### config.mk
export PLATFORM = sky130hd
export DESIGN_NAME = pipz_edge
export DESIGN_NICKNAME = d
export VERILOG_FILES = /design/src/hw/rtl/pipz_pkg.sv /design/src/hw/rtl/pipz_edge.sv
export SDC_FILE = /design/constraint.sdc
export NUM_CORES = 2
export LEC_CHECK = 0
export ABC_AREA = 1
export BUFFER_PORTS_ARGS = -buffer_cell sky130_fd_sc_hd__clkbuf_2
export CAP_MARGIN = 10
export CORE_MARGIN = 2
export CORE_UTILIZATION = 34
export DETAILED_ROUTE_END_ITERATION = 10
export PLACE_DENSITY = 0.55
export SYNTH_ARGS = -nofsm -noshare
export SYNTH_HDL_FRONTEND = slang
export SYNTH_SLANG_ARGS = --single-unit
### constraint.sdc
create_clock -name clk -period 8.11 [get_ports clk]
set_clock_uncertainty 0.2 [all_clocks]
set_input_delay 1.2165 -clock clk [delete_from_list [all_inputs] [get_ports clk]]
set_output_delay 1.2165 -clock clk [all_outputs]
set_load 0.02 [all_outputs]
### src/hw/rtl/pipz_pkg.sv
// ----------------------------------------------------------------------------
// pipz_pkg
// Shared widths, zone constants and types for the point-in-polygon zone block.
// ----------------------------------------------------------------------------
package pipz_pkg;

  localparam int FRAC_BITS_DEF = 4;
  localparam int PT_W          = 17;
  localparam int VERT_W        = 16;
  localparam int ZIDX_W        = 8;

  localparam int ZONE_HALF = 3000;
  localparam int ZONE_EDGE = 2999;
  localparam int ZONE_STEP = 500;
  localparam int ZONE_COLS = 12;

  typedef struct packed {
    logic              ok;
    logic [ZIDX_W-1:0] idx;
  } zone_t;

endpackage

### src/hw/rtl/pipz_edge.sv
// ----------------------------------------------------------------------------
// pipz_edge
// One polygon edge: registers the straddle test and both cross products,
// then compares them to tell whether the edge crosses the ray to the right.
// ----------------------------------------------------------------------------
module pipz_edge import pipz_pkg::*; #(
  parameter int FRAC_BITS = FRAC_BITS_DEF
) (
  input  logic                                clk,
  input  logic                                en,
  input  logic signed [VERT_W+FRAC_BITS-1:0]  ax,
  input  logic signed [VERT_W+FRAC_BITS-1:0]  ay,
  input  logic signed [VERT_W+FRAC_BITS-1:0]  bx,
  input  logic signed [VERT_W+FRAC_BITS-1:0]  by,
  input  logic signed [PT_W-1:0]              px,
  input  logic signed [PT_W-1:0]              py,
  output logic                                crossing
);

  localparam int VW = VERT_W + FRAC_BITS;
  localparam int DW = ((VW > PT_W) ? VW : PT_W) + 1;
  localparam int PW = 2 * DW;

  logic signed [DW-1:0] ax_w, ay_w, bx_w, by_w, px_w, py_w;
  logic signed [DW-1:0] dy, dxp, dxe, dyp;
  logic signed [PW-1:0] lhs_next, rhs_next;
  logic                 straddle_next;

  logic signed [PW-1:0] lhs, rhs;
  logic                 straddle, dy_neg;

  always_comb begin
    ax_w = DW'(ax);
    ay_w = DW'(ay);
    bx_w = DW'(bx);
    by_w = DW'(by);
    px_w = DW'(px);
    py_w = DW'(py);
    dy   = by_w - ay_w;
    dxp  = px_w - ax_w;
    dxe  = bx_w - ax_w;
    dyp  = py_w - ay_w;
    lhs_next = PW'(dxp) * PW'(dy);
    rhs_next = PW'(dxe) * PW'(dyp);
    straddle_next = en && ((ay_w > py_w) != (by_w > py_w));
  end

  always_ff @(posedge clk) begin
    lhs      <= lhs_next;
    rhs      <= rhs_next;
    straddle <= straddle_next;
    dy_neg   <= dy[DW-1];
  end

  assign crossing = straddle && (dy_neg ? (lhs > rhs) : (lhs < rhs));

endmodule

==> reports/metrics.yaml <==
initial_utilization_pct: 34.3
wl_um: 149000
nets: 7774
tightest_slew_ps: 1040
finalInstanceArea_um2: 59200
cts_made_buffers: 9
critPathLaunchType: "primary input"
drive_gt1_share_pct: 35.6
hold_path.class: "in -> reg"
vias_per_cell: 4.75
met1_length_um: 64200
area_growth_pct: 43.7
crit_fanout: 6
syn_nets: 6628
yosys-top-cells-area: "fa_1 (45%), inv_1 (12%), ha_1 (11%)"
antenna_found_initial: 6
core_um2: 120000
async_reset_ff_share_pct: 0
dpl-instance-area_um2: 51500
synth_common_cells: "inv_1 (1,360), nand2_1 (1,119), fa_1 (922), nor2_1 (494), ha_1 (364)"
dieArea_um2: 124000
cap_viol_max_count: 0
final_max_slew_viol_count: 0
finalSetupViolations: 37
critPathMaxStageDelay_ps: 590
drt.antenna.violating_nets: 0
synth-main-ff-cell: "dfxtp_1"
fmax_mhz: 119
die_w_um: 352
slowest_stage: "fa_1"
synth_top_area_share_pct: 44.8
multi_input_comb_area_um2: 38900
cp_num_cells: 33
violations: "setup timing"
crit_path_start: "py[0]"
layout_setup_ws_ps: -292
max_slew_margin_pct: 30.6
cts.path.max_buffers: 2
critPathKind: "in -> reg"
dr_wl_met3_um: 8270
register_area_um2: 1720
dr_wl_met2_um: 71800
wl_per_cell_um: 18.7
top_layer_used: "met5"
critPathTopFamily: "adder cells"
first_pass_iters: 6
grt_overflow: 0
finalHoldViolCount: 0
vias: 38000
cts.sinks: 86
dp_hpwl_um: 128000
drt_iter0_drc: 2350
cts_tree: "built"
yosys.area.top_type: "fa_1"
status: "finished, violations left"
dpl_worst_slack_ps: -1090
io_pins: 117
fin_cells: 7991
gp_congestion: 0.989
endpoint: "rhs[39]"
fillCellCount: 11400
syn_area_per_cell_um2: 7.87
h-tree-depth: 3
period_share_pct: 104
grtUsageTotal_pct: 23.9
crit_arrival_ps: 8470
hold_buffers: 0
grt_pass1_vias: 40300
placed_cells: 7787
die_h_um: 352
ys.warnings.count: 0
synth_edf_count: 0
yosysMostFrequentCell: "inv_1"
rsz0062_at_grt: "yes"
path_buf_inv: 8
synth.cell_area_um2: 41200
period_minus_slack_ps: 8400
portBuffers: 116
drc: 0
yosys.cell_types.count: 46
synth_cells: 5226
num_rows: 127
yosysSeqAreaShare_pct: 4.18
grt_start_max_net_pins: 20
cpMostUsedCell: "fa_1"
clockRootBuffer: "clkbuf_16"
cp-end-kind: "register"
grt_pass1_wl_um: 230000
clk_pin_slew_ps: 80
ys_ff_latch: 86
cp.required_ps: 8180
per-layer routing:
layer / track usage [%] / up-vias
li1: - / 17600
met1: 32.2 / 19100
met2: 40.9 / 1052
met3: 2.36 / 234
met4: 6.39 / 4
met5: 0 / -
cell type report:
class | count | share of cell area [%]
Antenna cell | 2 | 0.00846
Multi-Input combinational cell | 3648 | 65.7
Sequential cell | 86 | 2.91
Tap cell | 1612 | 3.41
Clock inverter | 7 | 0.152
Timing Repair Buffer | 1244 | 18.5
Clock buffer | 9 | 0.381
Inverter | 1383 | 8.95
timing repair:
item / 4_1_cts / 5_1_grt
setup buffers: 100 / 100
pin swaps: 259 / 419
setup endpoints to repair: 59 / 61
gates cloned: 5 / 4
gates resized for setup: 703 / 676
through the flow:
stage | TNS [ps] | hold slack [ps] | util [%]
after detailed placement | -47020 | 1570 | 43.0
after global placement | -45530 | 1560 | 43.0
after CTS | -2150 | 1190 | 46.5
after global routing | -15770 | 1200 | 49.3
after floorplan | -10.4 | 1140 | -
final | -4630 | 1180 | 49.3
layout by cell type (no fill, tap or decap), types with 32 or more instances in the layout:
master	count
fa_2	79
clkbuf_2	109
nor2_4	57
nand4_1	39
inv_1	1209
nand2_2	139
buf_12	106
nand2_1	917
dfxtp_1	86
buf_4	917
a21oi_2	65
inv_2	132
fa_1	843
xor2_1	44
nand2_4	61
nand3_1	75
nor2_1	355
ha_4	109
nor2_2	82
ha_1	246
a21oi_1	98
o21ai_0	44
o21ai_1	32
nand3_2	39
buf_6	94
worst min-delay path: stages:
cell and delay (ps):
clkbuf_2 90, nand2_1 60, nor2_1 220
how the worst min path moves through the flow:
stage | cells past startpoint | start | slack, ps | to
final | 3 | en | 1180 | straddle
after global routing | 3 | ay[0] | 1200 | rhs[0]
after CTS | 3 | en | 1190 | straddle
after detailed placement | 3 | en | 1570 | straddle
after global placement | 3 | en | 1560 | straddle
after floorplan | 2 | en | 1140 | straddle
sequential cells by signal, indices dropped and copies added, names as in the netlist:
name / count
straddle: 1
lhs: 42
dy_neg: 1
rhs: 42
logic make-up after synthesis:
logic type | Yosys count | synth area share [%]
xor+xnor | 120 | 2.84
buf+inv | 1492 | 13.8
fa+ha+maj | 1286 | 55.9
flops | 86 | 4.18
compound gates | 392 | 5.34
simple gates | 1850 | 17.9
Power is not shown: default switching activity piles up to over one toggle a cycle in this logic, so the estimate is an artifact.
