--- config.mk ---
export PLATFORM = sky130hd
export DESIGN_NAME = pipz_zone
export DESIGN_NICKNAME = d
export VERILOG_FILES = /design/src/hw/rtl/pipz_pkg.sv /design/src/hw/rtl/pipz_zone.sv
export SDC_FILE = /design/constraint.sdc
export NUM_CORES = 1
export LEC_CHECK = 0
export BUFFER_PORTS_ARGS = -buffer_cell sky130_fd_sc_hd__buf_2
export CAP_MARGIN = 20
export CORE_UTILIZATION = 60
export CTS_CLUSTER_DIAMETER = 120
export DETAILED_ROUTE_END_ITERATION = 10
export PLACE_DENSITY_LB_ADDON = 0.2
export SLEW_MARGIN = 20
export SYNTH_ARGS = -nofsm -noshare
export SYNTH_HDL_FRONTEND = slang
export SYNTH_SLANG_ARGS = --single-unit
--- constraint.sdc ---
create_clock -name clk -period 12.5 [get_ports clk]
set_input_delay 0.625 -clock clk [delete_from_list [all_inputs] [get_ports clk]]
set_output_delay 0.625 -clock clk [all_outputs]
set_load 0.01 [all_outputs]
--- src/hw/rtl/pipz_pkg.sv ---
// ----------------------------------------------------------------------------
// pipz_pkg
// Shared widths, zone constants and types for the point-in-polygon zone block.
// ----------------------------------------------------------------------------
package pipz_pkg;

  localparam int FRAC_BITS_DEF = 4;
  localparam int PT_W          = 17;
  localparam int VERT_W        = 16;
  localparam int ZIDX_W        = 8;

  localparam int ZONE_HALF = 3000;
  localparam int ZONE_EDGE = 2999;
  localparam int ZONE_STEP = 500;
  localparam int ZONE_COLS = 12;

  typedef struct packed {
    logic              ok;
    logic [ZIDX_W-1:0] idx;
  } zone_t;

endpackage

--- src/hw/rtl/pipz_zone.sv ---
// ----------------------------------------------------------------------------
// pipz_zone
// Range check and 500-unit cell lookup of the query point, registered, then
// folded into a row-major index.
// ----------------------------------------------------------------------------
module pipz_zone import pipz_pkg::*; #(
  parameter int FRAC_BITS = FRAC_BITS_DEF
) (
  input  logic                  clk,
  input  logic signed [PT_W-1:0] px,
  input  logic signed [PT_W-1:0] py,
  output zone_t                 zone
);

  localparam int LIM  = ZONE_HALF << FRAC_BITS;
  localparam int CLP  = ZONE_EDGE << FRAC_BITS;
  localparam int STP  = ZONE_STEP << FRAC_BITS;
  localparam int OW   = $clog2(2 * LIM + 1);
  localparam int XW   = ((OW > PT_W) ? OW : PT_W) + 1;
  localparam int CW   = $clog2(ZONE_COLS);

  localparam logic signed [XW-1:0] LIM_P = XW'(LIM);
  localparam logic signed [XW-1:0] LIM_N = XW'(-LIM);
  localparam logic signed [XW-1:0] CLP_P = XW'(CLP);

  function automatic logic [CW-1:0] cell_of(input logic signed [XW-1:0] c);
    logic signed [XW-1:0] cc;
    logic [OW-1:0]        off;
    logic [CW-1:0]        cnt;
    cc  = (c == LIM_P) ? CLP_P : c;
    off = OW'(cc + LIM_P);
    cnt = '0;
    for (int k = 1; k < ZONE_COLS; k++) begin
      if (off >= OW'(k * STP)) begin
        cnt = cnt + CW'(1);
      end
    end
    return cnt;
  endfunction

  logic signed [XW-1:0] px_w, py_w;
  logic                 ok_next;

  logic          ok;
  logic [CW-1:0] col, row;

  always_comb begin
    px_w    = XW'(px);
    py_w    = XW'(py);
    ok_next = (px_w >= LIM_N) && (px_w <= LIM_P) && (py_w >= LIM_N) && (py_w <= LIM_P);
  end

  always_ff @(posedge clk) begin
    ok  <= ok_next;
    col <= cell_of(px_w);
    row <= cell_of(py_w);
  end

  always_comb begin
    zone.ok  = ok;
    zone.idx = ok ? (ZIDX_W'(row) * ZIDX_W'(ZONE_COLS) + ZIDX_W'(col)) : '0;
  end

endmodule

==> impl_summary.log <==
[metrics] status: finished clean
[metrics] DRC violations left: 0
[metrics] busiest grt layer: met2
[metrics] P per Cell Area: 144 nW/µm²
[metrics] portion of synthesized cell area occupied by the leading cell type: 10.2%
[metrics] largest net degree at the start of global routing: 26
[metrics] antenna violations before repair: 0
[metrics] GR met3 Demand/Resource: 4.29%
[metrics] min-delay worst type: input port to flop
[metrics] Worst EP arrival: 8910 ps
[metrics] routed vias: 4854
[metrics] input/output buffers: 43
[metrics] Synth Flop Type: dfxtp_1
[metrics] routed wirelength normalized by instance count: 15.9 µm
[metrics] Syn Std Cell Area: 4520 µm²
[metrics] largest cells by area after synthesis: ha_1 (10%), xnor2_1 (7.9%), nand2_1 (4.8%)
[metrics] maximum fanout encountered on the critical timing path: 25
[metrics] hold slack final: 813 ps
[metrics] global routing usage on met1: 43.5%
[metrics] synthesized flop and latch total: 9
[metrics] Setup Total Neg Slack: 0 ps
[metrics] Worst-Margin Slew: 902 ps
[metrics] Inserted Clock Buffers: 3
[metrics] number of iterations in the first detailed-routing pass: 4
[metrics] post-synthesis area per instance: 7.20 µm²
[metrics] leading cell type by number of instances after synthesis: nand2_1
[metrics] postcts setup bufs: 0
[metrics] Chip Height: 88.8 µm
[metrics] die width: 88.8 µm
[metrics] number of enable-type register cells in the synthesized netlist: 0
[metrics] count of instances resized after the clock tree is built: 0
[metrics] Final nets: 713
[metrics] starting density of the core: 62.4%
[metrics] final critical-path required period: 8790 ps
[metrics] Slew headroom: 39.4%
[metrics] CTS tree: done
[metrics] CTS clock-pin slew for the worst setup and hold paths: 40 ps
[metrics] worst stage delay on the critical path: 670 ps
[metrics] First DRT Iteration DRCs: 301
[metrics] count of synthesis-stage warnings from yosys: 0
[metrics] Post-Syn Nets: 702
[metrics] post-synthesis to final-layout area growth: 5.12%
[metrics] required time of the critical path: 12620 ps
[metrics] antenna viol nets, final: 0
[metrics] post-synthesis cell count: 628
[metrics] # H-tree levels: 1
[metrics] placed wire-length estimate after detailed placement: 9340 µm
[metrics] diodes inserted: 0
[metrics] overall overflow remaining after global route: 0
[metrics] crit-path most repeated cell: ha_1
[metrics] die area: 7890 µm²
[metrics] total leakage power: 1.85 nW
[metrics] number of hold violations in the final report: 0
[metrics] Yosys top cell by area: ha_1
[metrics] achievable clock frequency: 0.114 GHz
[metrics] via count of the first global-routing pass: 4230
[metrics] library cell used as clock root buffer: clkbuf_8
[metrics] GRT Resource Usage Total: 30.7%
[metrics] num rows: 31
[metrics] peak ir drop on the vdd network: 60.9 µV
[metrics] last weighted congestion value of the routability-driven placer: 0.971
[metrics] number of max-slew violations in the final report: 0
[metrics] element type at the critical path start: input port
[metrics] CTS sink cnt: 9
[metrics] critical-path cell with the highest stage delay: or4b_2
[metrics] Total Wirelength: 11700 µm
[metrics] I/O pin total: 44
[metrics] type of destination of the critical path: flop
[metrics] portion of the post-synthesis area used by sequential elements: 3.98%
[metrics] count of different cell masters after synthesis: 93
[metrics] Post-synth top cells: nand2_1 (58), xnor2_1 (41), ha_1 (37), nor2_1 (37), o21ai_0 (37)
[metrics] unrepaired setup endpoints after global routing: false
[metrics] global-route wire length before repair: 19500 µm
[metrics] crit share post-route: 70.3%
[metrics] fraction of layout cells with a size suffix above 1: 13.8%
[metrics] final setup fails: 0
[metrics] standard cell core area: 7250 µm²
[metrics] max_cap viols: 0
[metrics] Global Route met2 Usage: 48.4%
[metrics] Setup CP Type: input port to flop
[metrics] async set or reset register ratio after synthesis: 0%
[metrics] # hold bufs at CTS: 0
[metrics] via count normalized by instance count: 6.59
[metrics] maximum buffer depth of the clock tree: 2
[worst paths after layout]
check / start / to / cells past startpoint
max: px[10] / col[1] / 33
min: py[16] / ok / 2
[sequential cells by signal, indices dropped and copies added, names as in the netlist]
name	count
col	4
ok	1
row	4
[through the flow]
stage / util [%] / power [W] / cells / setup slack, ps / area (µm²)
global route: 65.6 / 0.000762 / 737 / 3000 / 4750
floorplan: - / 0.000528 / 628 / 4390 / 4520
global placement: 64.9 / 0.000628 / 733 / 3930 / 4710
finish: 65.6 / 0.000686 / 737 / 3710 / 4750
CTS: 65.6 / 0.000685 / 737 / 3760 / 4750
detailed placement: 64.9 / 0.000647 / 733 / 3510 / 4710
[layout by cell type (no fill, tap or decap), drive strengths merged, types with 15 or more instances in the layout]
master   n
nand3   15
buf     43
nor4    16
nor2    37
a21oi   34
o21ai   38
xor2    22
nor3    18
inv     34
nand2   58
ha      37
xnor2   42
or3     15
[where the power goes]
part,switching [W],internal (W)
clock,0.0000114,0.0000222
combinational,0.000325,0.000271
sequential,0.0000113,0.0000449
total,0.000347,0.000339
[cells by family (layout without fill, tap and decap cells)]
logic type	after synthesis	in the layout	synth area share (%)
multiplexers	13	13	2.99
adder cells (fa/ha/maj)	39	39	11.1
XOR/XNOR	68	68	15.5
flip-flops	9	9	3.98
AND/OR/NAND/NOR	240	240	29.7
AO/OA/AOI/OAI	188	188	30.5
buffers and inverters	71	81	6.20
[area by class of cell]
type                            count  area (µm²)
Inverter                           34         128
Tap cell                           99         124
Multi-Input combinational cell    548        4060
Timing Repair Buffer               43         215
Sequential cell                     9         180
Clock buffer                        4        45.0
Fill cell                         651        2500
[worst max-delay path: cells and delay by family]
family / cells / cell delay (ps)
compound gates: 8 / 2330
mux: 3 / 670
simple gates: 8 / 1810
fa+ha+maj: 7 / 2510
xor+xnor: 4 / 560
buf+inv: 3 / 390
[layer usage]
layer	up-vias	wire length (µm)
li1	2374	-
met1	2223	5300
met2	234	5280
met3	23	938
met4	0	213
met5	-	0
Power figures use the tool's default switching activity.
